File: src/hdl/phcc_pkg.sv
// Shared widths, types and constants of the pixel hit clustering block.
package phcc_pkg;

    localparam int MAX_HITS_DEF   = 64;
    localparam int COORD_BITS_DEF = 10;

    localparam int COL_W   = 10;
    localparam int CHG_W   = 16;
    localparam int TIME_W  = 48;
    localparam int SIZE_W  = 7;
    localparam int CSUM_W  = 16;                // up to 64 coordinates of 10 bits
    localparam int PROD_W  = COL_W + CHG_W;     // coordinate times charge
    localparam int WSUM_W  = PROD_W + 6;        // up to 64 products
    localparam int QSUM_W  = 22;
    localparam int FRAC_W  = 8;
    localparam int NUM_W   = WSUM_W + FRAC_W;
    localparam int DEN_W   = QSUM_W;
    localparam int Q_W     = 18;

    localparam int S_DATA_W = 88;
    localparam int M_DATA_W = 120;

    // One stored hit
    typedef struct packed {
        logic [COL_W-1:0]  col;
        logic [COL_W-1:0]  row;
        logic [CHG_W-1:0]  charge;
        logic [TIME_W-1:0] tstamp;
    } hit_t;

    // Broadcast control from the sequencer to every cell
    typedef struct packed {
        logic             load;
        logic [COL_W-1:0] load_col;
        logic [COL_W-1:0] load_row;
        logic             seed_req;
        logic             grow_req;
        logic             probe_valid;
        logic [COL_W-1:0] probe_col;
        logic [COL_W-1:0] probe_row;
        logic             clear;
    } ctrl_t;

    // Priority and data chain handed from cell to cell
    typedef struct packed {
        logic seed_taken;
        logic front_taken;
        hit_t data;
    } chain_t;

endpackage

File: src/hdl/phcc_divider.sv
// Restoring divider, one quotient bit per cycle.
module phcc_divider (
    input  logic                       clk,
    input  logic                       rst_n,
    input  logic                       start,
    input  logic [phcc_pkg::NUM_W-1:0] num,
    input  logic [phcc_pkg::DEN_W-1:0] den,
    output logic                       busy,
    output logic                       done,
    output logic [phcc_pkg::Q_W-1:0]   quot
);

    localparam int CNT_W = $clog2(phcc_pkg::NUM_W);

    logic                       busy_reg;
    logic                       done_reg;
    logic [CNT_W-1:0]           cnt_reg;
    logic [phcc_pkg::NUM_W-1:0] num_reg;
    logic [phcc_pkg::DEN_W-1:0] den_reg;
    logic [phcc_pkg::DEN_W-1:0] rem_reg;
    logic [phcc_pkg::Q_W-1:0]   quot_reg;

    logic [phcc_pkg::DEN_W:0]   rem_sh;
    logic                       qbit;
    logic [phcc_pkg::DEN_W-1:0] rem_next;

    // Shift in one numerator bit, subtract when it fits
    assign rem_sh   = {rem_reg, num_reg[phcc_pkg::NUM_W-1]};
    assign qbit     = (rem_sh >= {1'b0, den_reg});
    assign rem_next = qbit ? phcc_pkg::DEN_W'(rem_sh - {1'b0, den_reg})
                           : rem_sh[phcc_pkg::DEN_W-1:0];

    // Sequence the steps
    always_ff @(posedge clk or negedge rst_n)
    begin
        if (!rst_n)
        begin
            busy_reg <= 1'b0;
            done_reg <= 1'b0;
            cnt_reg  <= '0;
        end
        else
        begin
            done_reg <= 1'b0;
            if (start)
            begin
                busy_reg <= 1'b1;
                cnt_reg  <= '0;
            end
            else if (busy_reg)
            begin
                cnt_reg <= cnt_reg + CNT_W'(1);
                if (cnt_reg == CNT_W'(phcc_pkg::NUM_W - 1))
                begin
                    busy_reg <= 1'b0;
                    done_reg <= 1'b1;
                end
            end
        end
    end

    // Advance the datapath
    always_ff @(posedge clk)
    begin
        if (start)
        begin
            num_reg  <= num;
            den_reg  <= den;
            rem_reg  <= '0;
            quot_reg <= '0;
        end
        else if (busy_reg)
        begin
            num_reg  <= num_reg << 1;
            rem_reg  <= rem_next;
            quot_reg <= {quot_reg[phcc_pkg::Q_W-2:0], qbit};
        end
    end

    assign busy = busy_reg;
    assign done = done_reg;
    assign quot = quot_reg;

endmodule

File: config.mk
export PLATFORM = sky130hd
export DESIGN_NAME = phcc_divider
export DESIGN_NICKNAME = d
export VERILOG_FILES = /design/src/hdl/phcc_pkg.sv /design/src/hdl/phcc_divider.sv
export SDC_FILE = /design/constraint.sdc
export NUM_CORES = 1
export LEC_CHECK = 0
export BUFFER_PORTS_ARGS = -buffer_cell sky130_fd_sc_hd__buf_4
export CORE_AREA = 2 2 118 120
export CTS_BUF_LIST = sky130_fd_sc_hd__clkbuf_4 sky130_fd_sc_hd__clkbuf_8 sky130_fd_sc_hd__clkbuf_16
export DETAILED_ROUTE_END_ITERATION = 8
export DIE_AREA = 0 0 120 122
export PLACE_DENSITY_LB_ADDON = 0.15
export SYNTH_ARGS = -nofsm -noshare
export SYNTH_HDL_FRONTEND = slang
export SYNTH_SLANG_ARGS = --single-unit
File: constraint.sdc
create_clock -name clk -period 6.3 [get_ports clk]
set_clock_uncertainty 0.15 [all_clocks]
set_input_delay 0.63 -clock clk [delete_from_list [all_inputs] [get_ports clk]]
set_output_delay 0.63 -clock clk [all_outputs]
set_load 0.02 [all_outputs]
; ---- Word-level counts from Yosys, hierarchy flattened
; Cells that the tools add are included.
[op_classes]
n_addsub = 2
magnitude_cmp = 1
n_eq_ne = 1
n_mux = 11
n_reduce_logical = 1
[ops]
columns = operator, n
row1 = $mux 40, 2
row2 = $ge 23x22->1, 1
row3 = $mux 22, 1
row4 = $sub 22x22->22, 1
row5 = $mux 6, 2
row6 = $add 6x1->6 const B, 1
row7 = $eq 6x6->1 const B, 1
row8 = $mux 1, 6
row9 = $reduce_bool 2->1, 1
[totals]
reg_bits = 110
in_bits = 65
word_cells = 23

; ---- Longest topological paths before layout
[logic_depth]
depth_word = 4
mapped_depth = 11
depth_no_buf = 11

; ---- Least setup slack after synthesis
; Ideal clock, no wire load.
[synth_path]
path_type = input to register
startpoint = input port start
endpoint = register num_reg[0] (netlist name) (enable)
arrival_time_ps = 2275
required_time_ps = 5756
setup_slack_ps = 3480
stages = 5
n_path_buf = 3
cell_sequence = clkbuf_1 -> clkbuf_1 -> buf_1 -> nor2_1 -> inv_1
[synth_via]
elab_chain_cells = 1
[synth_lines]
columns = element, line_no
row1 = start: declaration, phcc_divider.sv:5  ; input logic start,
row2 = $reduce_bool 2->1 (no line), --
row3 = end signal: assignment, phcc_divider.sv:67  ; num_reg <= num;
row4 = end signal: assignment, phcc_divider.sv:74  ; num_reg <= num_reg << 1;
row5 = end: declaration, phcc_divider.sv:18  ; logic [phcc_pkg::NUM_W-1:0] num_reg;
; Every way passes these cells.
; A chain may end at the register's enable or synchronous reset.

; ---- Final worst setup path
[layout_path]
startpoint = register den_reg[4] (netlist name)
endpoint = register rem_reg[18] (netlist name)
[layout_via]
elab_chain_cells = 2
word_cells_on_any_way = 3
[layout_lines]
columns = element, line_no
row1 = start: declaration, phcc_divider.sv:19  ; logic [phcc_pkg::DEN_W-1:0] den_reg;
row2 = start signal: assignment, phcc_divider.sv:68  ; den_reg <= den;
row3 = $sub 22x22->22 or $ge 23x22->1 (tied branches), "phcc_divider.sv:30, phcc_divider.sv:29"
row4 = $mux 22 *, phcc_divider.sv:30  ; assign rem_next = qbit ? phcc_pkg::DEN_W'(rem_sh - {1'b0, den_reg})
row5 = end signal: assignment, phcc_divider.sv:75  ; rem_reg <= rem_next;
row6 = end: declaration, phcc_divider.sv:20  ; logic [phcc_pkg::DEN_W-1:0] rem_reg;
; Mark *: on every way between the ends. The rest lies on a longest branch, timed or not.

==> out/qor.txt <==
Chip Width: 120 um
setup total negative slack: 0 ns
Most used DFF post-synth: edfxtp_1
most common cell in the netlist: edfxtp_1
initial antenna violation count: 0
critical path's slowest cell: o21ai_1
Clock Path Buffers: 2
CTS Buf Count: 9
Slew HR: 0.4197
# IOs: 85
Gate power share: 0.332
Req. time, crit path: 6.36 ns
# diodes: 0
DP HPWL: 7707 um
layout cells sized above 1: 0.2611
count of cell types in the netlist: 57
total of fill cells in the finished design: 1280
Final Max Slew Viols: 0
R2R Setup Slk: 3.24 ns
Detailed Route Iter0 Violations: 261
Worst Path Max Fanout: 15
WL final: 11150 um
nets: 670
fraction of registers with async set/reset: 0.07273
delay-heaviest family, CP: compound AO/OA/AOI/OAI gates
area grow syn2layout: 19.27%
post-route setup slack: 3.237 ns
worst-path cell chain: inv_1 > ha_1 > a21o_1 > or4_4 > o211ai_2 > a31oi_2 > o211a_1 > o21ai_1 > o21ai_0
root buffer cell: clkbuf_16
clk_lat worst skew: 0.35 ns
die area: 14640 um2
Max Cap Viol: 0
Worst setup startpoint: den_reg[4]$_DFFE_PP_
Placement Setup Slack: 3.227 ns
# rows: 43
sequential fraction of the synthesis area: 0.5121
Worst-Margin Slew: 0.8592 ns
sequential cell area: 2864 um2
post-route total power: 2246 uW
critical path depth: 9
Critical Path End Type: flop
switching share of power: 0.3263
GRT Total Usage: 0.1587
Cell Area, Placed: 6355 um2
CP Class: reg2reg
die height: 122 um
share of the synthesized area in the top cell type: 0.3330
Fmax: 326.5 MHz
Ys Warns: 0
Overflow after GRT: 0
Pint: 1513 uW
Multi-input gate area: 2492 um2
Yosys top cell by area: edfxtp_1
Mapped Area: 5590 um2
Residual DRC: 0
Power per Cell Area: 336.8 nW/um2
EDFF count, synth: 62
Mapped Cells: 508
Max IR drop VDD: 0.1475 mV
largest net degree at the start of global routing: 64
CP bufs+invs: 1
FF-to-FF Start: den_reg[4]$_DFFE_PP_
Synth area leaders: edfxtp_1 (33%), dfxtp_1 (14%), mux2_2 (7.9%)
fin crit share: 0.4861
first-pass GRT wire length: 18600 um
Leakage: 0.002860 uW
RSZ-0062 raised after global routing: false
starting density of the core: 0.4140
DR vias: 4018
TritonCTS clock tree: yes
# setup viols final: 0
IO buf count: 84
syn nets: 597
syn_area_per_cell: 11.00 um2
vias in the first global route: 3874
Placer Congestion: 0.8635
Hold WC Path Type: in2reg
critical path arrival: 3.13 ns
Antenna Violating Nets Remaining: 0
reg2reg end: rem_reg[18]$_SDFFE_PP0P_
Yosys reg bits: 110
crit path launch type: flop
clock network fraction of design power: 0.258
fin area: 6668 um2
reg2reg path depth: 9
core region area: 13500 um2
part of the power in registers: 0.411
top cells by count, synth: edfxtp_1 (62), nor2_1 (53), dfxtp_1 (40), mux2_2 (39), inv_1 (28)
sw power: 732.7 uW
Clock Sinks: 110
max reg flops: 40
DR vias/cell: 5.245
end point of the critical path: rem_reg[18]$_SDFFE_PP0P_
CP peak stage delay: 0.46 ns
min Tclk post-route: 3.063 ns
# H-tree levels: 3
Worst-path clk slew: 0.07 ns
Pre-antenna DRT Iters: 4
status: finished, final reports clean
Avg WL per Cell: 14.55 um
final hold vios: 0
layout make-up:
class	instances	share of cell area
Clock inverter	6	0.01051
Timing Repair Buffer	90	0.1017
Clock buffer	10	0.03490
Inverter	28	0.01576
Tap cell	180	0.03378
Multi-Input combinational cell	342	0.3738
Sequential cell	110	0.4295
layer usage:
layer  GRT usage  wire (um)  vias to the layer above
met3     0.04026        641                       12
met4     0.05368        152                        0
li1            -          -                     2005
met2      0.2454       5074                       89
met1      0.2171       5280                     1912
met5           0          0                        -
metrics by stage:
step / util / hold slack, ns / instances
global placement: 0.4706 / 0.3016 / 749
CTS: 0.4937 / 0.2824 / 766
detailed placement: 0.4706 / 0.3020 / 749
floorplan: - / 0.1844 / 508
global route: 0.4937 / 0.2894 / 766
finish: 0.4937 / 0.2978 / 766
cells in the final DEF (no fill, tap or decap), drive strengths merged, types with 2 or more instances in the layout:
cell type | Yosys | routed
buf | 16 | 89
edfxtp | 62 | 62
nor2 | 54 | 54
dfxtp | 40 | 40
mux2 | 39 | 39
o21ai | 33 | 33
inv | 28 | 30
ha | 23 | 23
nand3 | 20 | 20
nand2 | 19 | 19
mux2i | 18 | 18
a21oi | 17 | 17
a311oi | 16 | 16
xor2 | 14 | 14
a31oi | 10 | 10
clkbuf | 12 | 10
xnor2 | 9 | 9
nor3b | 8 | 8
dfrtp | 8 | 8
a21o | 7 | 7
nand4 | 6 | 6
o211ai | 6 | 6
nor3 | 5 | 5
and2 | 4 | 4
o21a | 4 | 4
nand2b | 3 | 3
o21bai | 3 | 3
clkinv | 0 | 3
a211oi | 2 | 2
a211o | 2 | 2
nor2b | 2 | 2
or3 | 2 | 2
nor4 | 2 | 2
a31o | 2 | 2
cells by family (layout without fill, tap and decap cells):
family                     after synthesis  count (layout)  share of synthesized area
buffers and inverters                   56             134                    0.04208
DFF                                    110             110                     0.5121
AOI/OAI and AO/OA                      109             109                     0.1327
adders and majority gates               24              24                    0.05506
muxes                                   57              57                     0.1108
xor gates and xnor gates                23              23                    0.03604
and+or+nand+nor                        129             129                     0.1112
worst min path at each step:
stage / startpoint / slack [ns] / endpoint / depth (start not counted)
detailed placement: rst_n / 0.30 / cnt_reg[4]$_DFFE_PN0P_ / 1
CTS: den[4] / 0.28 / den_reg[4]$_DFFE_PP_ / 1
finish: den[10] / 0.30 / den_reg[10]$_DFFE_PP_ / 1
global placement: rst_n / 0.30 / cnt_reg[4]$_DFFE_PN0P_ / 1
global route: den[12] / 0.29 / den_reg[12]$_DFFE_PP_ / 1
floorplan: rst_n / 0.18 / busy$_DFF_PN0_ / 0
power by group through the flow:
stage	clock network (uW)	logic (uW)	registers, uW
final	578	744	923
after global routing	626	833	935
after CTS	601	744	923
after detailed placement	0	738	938
after global placement	0	734	935
after floorplan	0	563	927
worst register-to-register path, cell delays in order, from the launching register on:
cell	delay, ns
edfxtp_1	0.33
inv_1	0.04
ha_1	0.36
a21o_1	0.19
or4_4	0.42
o211ai_2	0.19
a31oi_2	0.18
o211a_1	0.44
o21ai_1	0.46
o21ai_0	0.17
repair_timing:
action | CTS | global route
buffers inserted | 0 | 0
hold buffers | 1 | 0
resized for setup | 0 | 0
endpoints found under the hold margin | 8 | 0
Power figures use the tool's default switching activity.
