==> config.mk <==
export PLATFORM = sky130hd
export DESIGN_NAME = phcc_cell
export DESIGN_NICKNAME = d
export VERILOG_FILES = /design/src/hdl/phcc_pkg.sv /design/src/hdl/phcc_cell.sv
export SDC_FILE = /design/constraint.sdc
export NUM_CORES = 1
export LEC_CHECK = 0
export BUFFER_PORTS_ARGS = -buffer_cell sky130_fd_sc_hd__buf_2
export CAP_MARGIN = 5
export CORE_MARGIN = 2
export CORE_UTILIZATION = 30
export DETAILED_ROUTE_END_ITERATION = 10
export GPL_ROUTABILITY_DRIVEN = 0
export PLACE_DENSITY = 0.66
export SLEW_MARGIN = 0
export SYNTH_ARGS = -nofsm -noshare
export SYNTH_HDL_FRONTEND = slang
export SYNTH_SLANG_ARGS = --single-unit
==> constraint.sdc <==
create_clock -name clk -period 3.4 [get_ports clk]
set_clock_uncertainty 0.1 [all_clocks]
set_input_delay 0.51 -clock clk [delete_from_list [all_inputs] [get_ports clk]]
set_output_delay 0.51 -clock clk [all_outputs]
set_load 0.01 [all_outputs]
==> src/hdl/phcc_pkg.sv <==
// Shared widths, types and constants of the pixel hit clustering block.
package phcc_pkg;

    localparam int MAX_HITS_DEF   = 64;
    localparam int COORD_BITS_DEF = 10;

    localparam int COL_W   = 10;
    localparam int CHG_W   = 16;
    localparam int TIME_W  = 48;
    localparam int SIZE_W  = 7;
    localparam int CSUM_W  = 16;                // up to 64 coordinates of 10 bits
    localparam int PROD_W  = COL_W + CHG_W;     // coordinate times charge
    localparam int WSUM_W  = PROD_W + 6;        // up to 64 products
    localparam int QSUM_W  = 22;
    localparam int FRAC_W  = 8;
    localparam int NUM_W   = WSUM_W + FRAC_W;
    localparam int DEN_W   = QSUM_W;
    localparam int Q_W     = 18;

    localparam int S_DATA_W = 88;
    localparam int M_DATA_W = 120;

    // One stored hit
    typedef struct packed {
        logic [COL_W-1:0]  col;
        logic [COL_W-1:0]  row;
        logic [CHG_W-1:0]  charge;
        logic [TIME_W-1:0] tstamp;
    } hit_t;

    // Broadcast control from the sequencer to every cell
    typedef struct packed {
        logic             load;
        logic [COL_W-1:0] load_col;
        logic [COL_W-1:0] load_row;
        logic             seed_req;
        logic             grow_req;
        logic             probe_valid;
        logic [COL_W-1:0] probe_col;
        logic [COL_W-1:0] probe_row;
        logic             clear;
    } ctrl_t;

    // Priority and data chain handed from cell to cell
    typedef struct packed {
        logic seed_taken;
        logic front_taken;
        hit_t data;
    } chain_t;

endpackage

==> src/hdl/phcc_cell.sv <==
// One hit cell: holds a hit, its flags, and joins the grant and data chain.
module phcc_cell #(
    parameter int COORD_BITS = phcc_pkg::COORD_BITS_DEF
) (
    input  logic                  clk,
    input  logic                  rst_n,
    input  phcc_pkg::ctrl_t       ctrl,
    input  logic                  load_sel,
    input  phcc_pkg::hit_t        load_hit,
    input  phcc_pkg::chain_t      cin,
    output phcc_pkg::chain_t      cout
);

    logic           valid_reg;
    logic           vis_reg;
    logic           claimed_reg;
    logic           front_reg;
    phcc_pkg::hit_t hit_reg;

    logic                     seed_gnt;
    logic                     front_gnt;
    logic                     gnt;
    logic                     hit_claim;
    logic                     load_kill;
    logic                     in_area;
    logic [phcc_pkg::COL_W:0] dc;
    logic [phcc_pkg::COL_W:0] dr;
    logic                     near_c;
    logic                     near_r;

    // Grant the lowest free cell as seed, the lowest frontier cell as probe
    assign seed_gnt  = ctrl.seed_req & valid_reg & ~claimed_reg & ~cin.seed_taken;
    assign front_gnt = ctrl.grow_req & front_reg & ~cin.front_taken;
    assign gnt       = seed_gnt | front_gnt;

    assign cout.seed_taken  = cin.seed_taken | (valid_reg & ~claimed_reg);
    assign cout.front_taken = cin.front_taken | front_reg;
    assign cout.data        = cin.data | (gnt ? hit_reg : '0);

    // Neighbor test against the probe in flight
    assign dc     = {1'b0, hit_reg.col} - {1'b0, ctrl.probe_col};
    assign dr     = {1'b0, hit_reg.row} - {1'b0, ctrl.probe_row};
    assign near_c = (dc == '0) || (dc == (phcc_pkg::COL_W+1)'(1)) || (dc == '1);
    assign near_r = (dr == '0) || (dr == (phcc_pkg::COL_W+1)'(1)) || (dr == '1);
    assign hit_claim = ctrl.probe_valid & valid_reg & vis_reg & ~claimed_reg & near_c & near_r;

    // A later hit at the same position hides this one
    assign load_kill = ctrl.load & valid_reg & (hit_reg.col == ctrl.load_col)
                       & (hit_reg.row == ctrl.load_row);
    assign in_area = ((load_hit.col >> COORD_BITS) == '0)
                     && ((load_hit.row >> COORD_BITS) == '0);

    // Update flags
    always_ff @(posedge clk or negedge rst_n)
    begin
        if (!rst_n)
        begin
            valid_reg   <= 1'b0;
            vis_reg     <= 1'b0;
            claimed_reg <= 1'b0;
            front_reg   <= 1'b0;
        end
        else if (ctrl.clear)
        begin
            valid_reg   <= 1'b0;
            claimed_reg <= 1'b0;
            front_reg   <= 1'b0;
        end
        else if (load_sel)
        begin
            valid_reg   <= 1'b1;
            vis_reg     <= in_area;
            claimed_reg <= 1'b0;
            front_reg   <= 1'b0;
        end
        else
        begin
            if (load_kill)
                vis_reg <= 1'b0;
            if (seed_gnt || hit_claim)
                claimed_reg <= 1'b1;
            // The seed is probed from the seed cycle; only grown hits join the frontier
            if (hit_claim)
                front_reg <= 1'b1;
            else if (front_gnt)
                front_reg <= 1'b0;
        end
    end

    // Hold the hit payload
    always_ff @(posedge clk)
    begin
        if (load_sel)
            hit_reg <= load_hit;
    end

endmodule

Yosys cells after proc, flatten, opt, wreduce, memory -nomap -nowiden --
Index checks and enable logic that the tools add are counted.
Operators by class: add/sub/neg operators 2, equality and inequality tests 6, muxes and demuxes 12, bitwise gates (word level) 22, reduce and logical (&&, ||, !) cells 12
Operators with widths (number):
- 84-bit two-way mux | 1
- 84-bit OR | 1
- 11-bit by 1-bit == test with 1-bit output (second input constant) | 2
- 11-bit == test (second input constant) | 2
- 11-bit logical NOT | 2
- 10-bit by 10-bit subtractor with 11-bit output | 2
- 10-bit == test | 2
- 1-bit bitwise AND | 14
- 1-bit two-way mux | 11
- 1-bit logical OR | 5
- 1-bit inverter | 4
- 2-bit nonzero test | 2
- 4-bit nonzero test | 1
- 1-bit OR | 3
- 3-bit nonzero test | 1
- 2-bit AND reduction | 1
Word-level totals: register bits 88, input bits 218, output and inout bits 86, word-level logic and storage cells 62

Logic depth before layout (Yosys ltp) --
Gate-level depths: netlist of run 1.
depth in word-level cells 10, mapped depth 11, gate-level depth less buffers 11

Worst setup path after synthesis of run 1 --
No wires, ideal clock.
path type input-to-reg, start point in ctrl[1] (netlist name), end point reg claimed_reg, library setup time 0.067 ns, arrival 2.516 ns, data required time 3.233 ns, path slack 0.717 ns, stages 10, path buffers 0, cell sequence ha_1 -> fa_1 -> nor2b_4 -> o21a_1 -> nor3_1 -> or3b_1 -> or4_1 -> nor4_2 -> o221ai_1 -> nand2_1
On the way: longest elaborated chain between the ends 7, elaborated cells on any way between the ends 9, classes of those cells 1 x add/sub; 2 x eq/ne; 1 x bitwise; 5 x reduce/logical
Ends and longest elaborated chain:
- start, declared | RTL line phcc_cell.sv:7 | input phcc_pkg::ctrl_t ctrl,
- 10-bit by 10-bit subtractor with 11-bit output * | RTL line phcc_cell.sv:42 | assign dr = {1'b0, hit_reg.row} - {1'b0, ctrl.probe_row};
- 11-bit by 1-bit == test with 1-bit output or 11-bit logical NOT (tied branches) | RTL line phcc_cell.sv:44 | assign near_r = (dr == '0) || (dr == (phcc_pkg::COL_W+1)'(1)) || (dr == '1);
- 1-bit logical OR | RTL line phcc_cell.sv:44
- 1-bit logical OR * | RTL line phcc_cell.sv:44
- 1-bit bitwise AND * | RTL line phcc_cell.sv:45 | assign hit_claim = ctrl.probe_valid & valid_reg & vis_reg & ~claimed_reg & near_c & near_r;
- 1-bit logical OR * | RTL line phcc_cell.sv:80 | if (seed_gnt || hit_claim)
- 3-bit nonzero test (no line) *
- end signal, assigned | RTL line phcc_cell.sv:60 | claimed_reg <= 1'b0;
- end signal, assigned | RTL line phcc_cell.sv:66 | claimed_reg <= 1'b0;
- end signal, assigned | RTL line phcc_cell.sv:81 | claimed_reg <= 1'b1;
- end, declared | RTL line phcc_cell.sv:16 | logic claimed_reg;
Mark *: on every way between the ends. The rest lies on a longest branch, timed or not. A chain may end at the register's enable or synchronous reset.

Worst setup path after layout of run 1 --
start point reg hit_reg[64] (netlist name), end point reg claimed_reg
On the way: longest elaborated chain between the ends 7, elaborated cells on any way between the ends 9, classes of those cells 1 x add/sub; 2 x eq/ne; 1 x bitwise; 5 x reduce/logical
Ends and longest elaborated chain:
- start, declared | RTL line phcc_cell.sv:18 | phcc_pkg::hit_t hit_reg;
- start signal, assigned | RTL line phcc_cell.sv:94 | hit_reg <= load_hit;
- 10-bit by 10-bit subtractor with 11-bit output * | RTL line phcc_cell.sv:42
- 11-bit by 1-bit == test with 1-bit output or 11-bit logical NOT (tied branches) | RTL line phcc_cell.sv:44
- 1-bit logical OR | RTL line phcc_cell.sv:44
- 1-bit logical OR * | RTL line phcc_cell.sv:44
- 1-bit bitwise AND * | RTL line phcc_cell.sv:45
- 1-bit logical OR * | RTL line phcc_cell.sv:80
- 3-bit nonzero test (no line) *
Marked as above.

==> flow_summary_export.csv, run 1 <==
group,metric,value,unit
global_route,overflow,0,
sta,setup_viol,0,
synth,ys.flop_type,"edfxtp_1",
drt,post_drt_wl_per_cell,15.6,um
cts,cts_made_buffers,9,
drt,dr_total_vias,4135,
pwr,power.density,439,nW/um2
synth,netlist.area_leader.share,0.541,
cts,htree_levels,3,
sta,rsz0062_at_grt,"false",
global_route,grt_pass1_vias,3928,
min_path,hold_path_class,"input port to register",
sta,max_freq,0.355,GHz
setup_path,path_class,"register to register",
global_route,grt_usage,0.155,
pwr,power,2.97,mW
setup_path,reg2reg_from,"hit_reg[64]",
setup_path,reg2reg_setup_slack,0.58,ns
sta,worst_slew_pin_slew,0.497,ns
cells_and_area,multiInputGateArea,1910,um2
setup_path,cp_num_buf_inv,1,
placed_design,place_ws,0.428,ns
sta,finalSetupTns,0,ns
sta,post-route-period-util,0.829,
floorplan,core_area,15200,um2
cells_and_area,final_cell_mix,"302 x buf_2, 87 x a21o_1, 84 x edfxtp_1, 28 x inv_1, 20 x ha_1",
synth,ys_types,45,
floorplan,die_area,16500,um2
synth,synth_edf_count,84,
cells_and_area,fin_cells,875,
cells_and_area,mostFrequentLayoutCell,"buf_2",
setup_path,end_kind,"register",
setup_path,crit_path_start_kind,"register",
synth,yosys_warnings,0,
synth,yosys-top-cells-area,"edfxtp_1 54%, a21o_1 14%, ha_1 5.4%",
drt,first_iter_violations,127,
drt,firstDrtPassIters,4,
cts,cts_sinks,88,
drt,ant_nets,0,
setup_path,worstReg2RegEnd,"claimed_reg",
synth,yosys.area.top_type,"edfxtp_1",
placed_design,io_buffers,303,
synth,syn_area_per_cell,12.5,um2
min_path,hold_end,"hit_reg[3]",
outcome,status,"completed",
cts,post_cts_resized,0,
min_path,hp-start,"load_hit[3]",
cells_and_area,diodes,0,
cells_and_area,largest_reg_flops,84,
flow_run,drv_cap,0,
cts,cts_buffer_depth,2,
cts,clk_pin_slew,0.07,ns
setup_path,ff2ff_path_depth,11,
global_route,grt_first_pass_wirelength,19.4,mm
global_route,antenna_found_initial,0,
setup_path,cp_cell_sequence,"inv_1, ha_1, fa_1, nor2b_4, o21a_1, nor3_1, or3b_1, or4_1, nor4_2, o221ai_1, nand2_1",
setup_path,cpPeakStageDelay,0.44,ns
cells_and_area,num-fill-cells,1479,
setup_path,crit_arrival,2.99,ns
drt,drc_errors,0,
pwr,p_leak,3.48,nW
synth,syn_area,4660,um2
setup_path,critical_path_required,3.57,ns
cells_and_area,drive_gt1_frac,0.479,
cells_and_area,area_delta_synth_final,45.2,%
cells_and_area,seq_area,2620,um2
drt,wirelength,13.6,mm
synth,yosysSeqAreaShare,0.563,
sta,fin_ws,0.580,ns
synth,ys_async_sr_fraction,0.0455,
setup_path,crit_fanout,3,
cts,root_buffer,"clkbuf_16",
drt,via_per_inst,4.73,
global_route,grt_max_degree,54,
floorplan,rows,45,
cells_and_area,final_nets,923,
pwr,vdd_drop_max,0.000179,V
floorplan,io_pins,304,
floorplan,chipWidth,129,um
setup_path,crit_slowest_cell,"fa_1",
setup_path,cp_top_family,"simple AND/OR/NAND/NOR gates",
synth,synth-seq-cells,88,
sta,slew_headroom,0.666,
placed_design,dp_cells,859,
synth,syn_nets,614,
min_path,worstHoldPathCells,1,
floorplan,start_util,0.307,
sta,drv_slew,0,
placed_design,place_area,6440,um2
cts,cts_tree,"built",
floorplan,die_y,129,um
cts,clock_latency,0.33,ns
sta,hold_violations,0,
placed_design,dp_hpwl,11.1,mm
cells_and_area,stdcell_area,6770,um2
synth,netlist_instances,374,
sta,period_minus_slack,2.82,ns
[per-layer routing]
layer / share of wire / wire, um / vias up / GRT usage
li1: - / - / 2026 / -
met1: 0.39 / 5300 / 1901 / 0.176
met2: 0.52 / 7070 / 188 / 0.284
met3: 0.065 / 889 / 20 / 0.0316
met4: 0.027 / 375 / 0 / 0.0652
met5: 0 / 0 / - / 0
[report_power, final]
group	switching (mW)	internal, mW	leakage [nW]
registers	0.0499	1.28	0.871
clock network	0.416	0.645	0.149
logic	0.282	0.295	2.47
total	0.748	2.22	3.48
[synthesized netlist by cell type (all sizes together) (3+ instances only)]
| library cell | instances |
|---|---|
| a21o | 87 |
| a21oi | 8 |
| and4b | 3 |
| clkbuf | 8 |
| dfrtp | 4 |
| edfxtp | 84 |
| ha | 20 |
| inv | 28 |
| nand2 | 9 |
| nand2b | 3 |
| nand3 | 5 |
| nand4 | 4 |
| nor2 | 12 |
| nor2b | 3 |
| nor3 | 9 |
| nor4 | 8 |
| o2111ai | 3 |
| o21a | 5 |
| o21ai | 8 |
| o31a | 3 |
| or2 | 3 |
| or3 | 3 |
| xnor2 | 13 |
| xor2 | 18 |
[through the flow]
| step | utilization | hold slack, ns |
|---|---|---|
| floorplan | - | 0.114 |
| global placement | 0.424 | 0.230 |
| detailed placement | 0.424 | 0.232 |
| CTS | 0.445 | 0.224 |
| global route | 0.445 | 0.227 |
| finish | 0.445 | 0.245 |
[worst max-delay path by stage]
stage,startpoint,slack [ns],cells after the start,endpoint
CTS,claimed_reg,0.48,5,cout[1]
finish,hit_reg[64],0.58,11,claimed_reg
floorplan,ctrl[1],0.72,10,claimed_reg
detailed placement,ctrl[1],0.43,11,claimed_reg
global route,hit_reg[74],0.38,11,claimed_reg
global placement,ctrl[1],0.44,11,claimed_reg
[cells by family (layout without fill, tap and decap cells)]
family	after synthesis	after routing	share of synthesized area
AOI/OAI and AO/OA	125	125	0.195
xor gates and xnor gates	31	31	0.0583
adders and majority gates	22	22	0.0623
buffers and inverters	37	350	0.0298
DFF	88	88	0.563
muxes	2	2	0.00430
and+or+nand+nor	69	69	0.0870
[final cells by class]
type | count | share of cell area
well taps | 188 | 0.0348
clock buffers | 9 | 0.0333
flip-flops and latches | 88 | 0.388
multi-input cells | 249 | 0.282
clock inverters | 6 | 0.0137
repair buffers | 307 | 0.233
inverters | 28 | 0.0155
[what timing repair did]
item / in CTS / in global routing
endpoints found under the hold margin: 4 / 0
hold buffers: 1 / 0
buffers inserted: 0 / 0
No activity file was read; power rests on OpenSTA's default activity.
==> inputs of run 2 (changes only) <==
==> constraint.sdc (replaced) <==
create_clock -name clk -period 2.6 [get_ports clk]
set_clock_uncertainty 0.1 [all_clocks]
set_input_delay 0.39 -clock clk [delete_from_list [all_inputs] [get_ports clk]]
set_output_delay 0.39 -clock clk [all_outputs]
set_load 0.01 [all_outputs]
==> flow_summary_export.csv, run 2 (synthesis results as in run 1) <==
group,metric,value,unit
outcome,status,"finished with violations",
outcome,violations,"negative setup slack",
sta,fin_ws,-0.0290,ns
min_path,hold_path_class,"input port to register",
cells_and_area,stdcell_area,7080,um2
sta,drv_slew,0,
setup_path,crit_path_start_kind,"register",
cells_and_area,num-fill-cells,1437,
sta,post-route-period-util,1.01,
setup_path,path_class,"register to register",
cts,htree_levels,3,
setup_path,endpoint,"claimed_reg",
sta,slew_headroom,0.658,
cts,cts_tree,"built",
setup_path,worstReg2RegEnd,"claimed_reg",
cts,root_buffer,"clkbuf_16",
cts,cts_sinks,88,
drt,first_iter_violations,158,
sta,whs,0.117,ns
sta,finalSetupTns,-0.0498,ns
setup_path,reg2reg_setup_slack,-0.03,ns
cells_and_area,diodes,0,
cells_and_area,drive_gt1_frac,0.517,
drt,firstDrtPassIters,4,
drt,ant_nets,0,
pwr,power,3.98,mW
global_route,grt_usage,0.162,
cells_and_area,seq_area,2620,um2
cells_and_area,fin_cells,903,
sta,setup_viol,2,
cells_and_area,final_nets,951,
global_route,overflow,0,
setup_path,end_kind,"register",
global_route,antenna_found_initial,0,
placed_design,place_ws,-0.247,ns
sta,worst_slew_pin_slew,0.512,ns
setup_path,cp_cell_sequence,"inv_1, ha_2, fa_2, nor2b_4, o21a_1, o21a_1, or3b_1, or4_4, nor4_4, o221ai_2, nand2_1",
sta,period_minus_slack,2.63,ns
setup_path,startpoint,"hit_reg[64]",
placed_design,dp_cells,882,
setup_path,cpPeakStageDelay,0.44,ns
sta,rsz0062_at_grt,"true",
cells_and_area,multiInputGateArea,1980,um2
drt,wirelength,14.2,mm
min_path,worstHoldPathCells,1,
cells_and_area,mostFrequentLayoutCell,"buf_2",
pwr,power.density,563,nW/um2
global_route,grt_max_degree,59,
floorplan,core_area,15200,um2
cts,clock_latency,0.34,ns
pwr,p_leak,3.64,nW
placed_design,io_buffers,303,
setup_path,critical_path_required,2.78,ns
floorplan,io_pins,304,
placed_design,dp_hpwl,11.3,mm
cells_and_area,finish.utilization,0.466,
pwr,vdd_drop_max,0.000254,V
floorplan,die_area,16500,um2
floorplan,rows,45,
floorplan,die_y,129,um
cells_and_area,area_delta_synth_final,52.0,%
setup_path,worst_path_most_repeated_cell,"o21a_1",
cells_and_area,final_cell_mix,"301 x buf_2, 87 x a21o_1, 84 x edfxtp_1, 28 x inv_1, 28 x buf_4",
setup_path,cp.depth,11,
cts,cts_buffer_depth,2,
sta,max_freq,0.380,GHz
setup_path,ff2ff_path_depth,11,
setup_path,cp_num_buf_inv,1,
setup_path,crit_fanout,2,
floorplan,start_util,0.307,
floorplan,chipWidth,129,um
placed_design,place_area,6620,um2
setup_path,cp_top_family,"simple AND/OR/NAND/NOR gates",
cts,clk_pin_slew,0.07,ns
cells_and_area,largest_reg_flops,84,
global_route,grt_pass1_vias,4107,
sta,hold_violations,0,
setup_path,crit_slowest_cell,"or4_4",
drt,post_drt_wl_per_cell,15.7,um
global_route,grt_first_pass_wirelength,20.2,mm
setup_path,crit_arrival,2.81,ns
drt,via_per_inst,4.63,
setup_path,reg2reg_from,"hit_reg[64]",
drt,dr_total_vias,4179,
flow_run,drv_cap,0,
cts,cts_made_buffers,9,
drt,drc_errors,0,
## run 2: cell count changes in the layout (fill, tap and decap cells not counted), sizes merged
cell	delta
buf	+27
clkbuf	+1
## run 2: layout make-up
type,count,share of cell area
Clock inverter,6,0.0131
Tap cell,188,0.0332
Inverter,28,0.0148
Timing Repair Buffer,335,0.257
Clock buffer,9,0.0318
Sequential cell,88,0.370
Multi-Input combinational cell,249,0.279
## run 2: how the worst min path moves through the flow
stage | slack (ns) | to | from
6_report | 0.12 | hit_reg[17] | load_hit[17]
5_1_grt | 0.10 | hit_reg[9] | load_hit[9]
4_1_cts | 0.10 | hit_reg[55] | load_hit[55]
3_5_place_dp | 0.11 | valid_reg | rst_n
3_3_place_gp | 0.11 | valid_reg | rst_n
2_1_floorplan | -0.006 | claimed_reg | rst_n
## run 2: worst reg2reg max path: stages (launching register included)
cell	delay, ns
edfxtp_1	0.38
inv_1	0.07
ha_2	0.18
fa_2	0.23
nor2b_4	0.05
o21a_1	0.18
o21a_1	0.17
or3b_1	0.38
or4_4	0.44
nor4_4	0.17
o221ai_2	0.13
nand2_1	0.08
## run 2: repair_timing
action,4_1_cts,5_1_grt
resized for setup,8,7
hold endpoints to repair,4,0
setup endpoints to repair,5,3
hold buffers,1,0
pin swaps,1,30
setup buffers,2,2
gates cloned,0,1
## run 2: routing by layer
| metal | part of all wire | vias to the layer above | global-route usage |
|---|---|---|---|
| met1 | 0.39 | 1904 | 0.179 |
| met5 | 0 | - | 0 |
| met4 | 0.019 | 0 | 0.0646 |
| met3 | 0.060 | 17 | 0.0287 |
| li1 | - | 2084 | - |
| met2 | 0.53 | 174 | 0.306 |
## run 2: power breakdown
part	switching (mW)	leakage (nW)	internal, mW
sequential	0.0565	0.871	1.68
combinational	0.407	2.62	0.452
clock	0.550	0.149	0.843
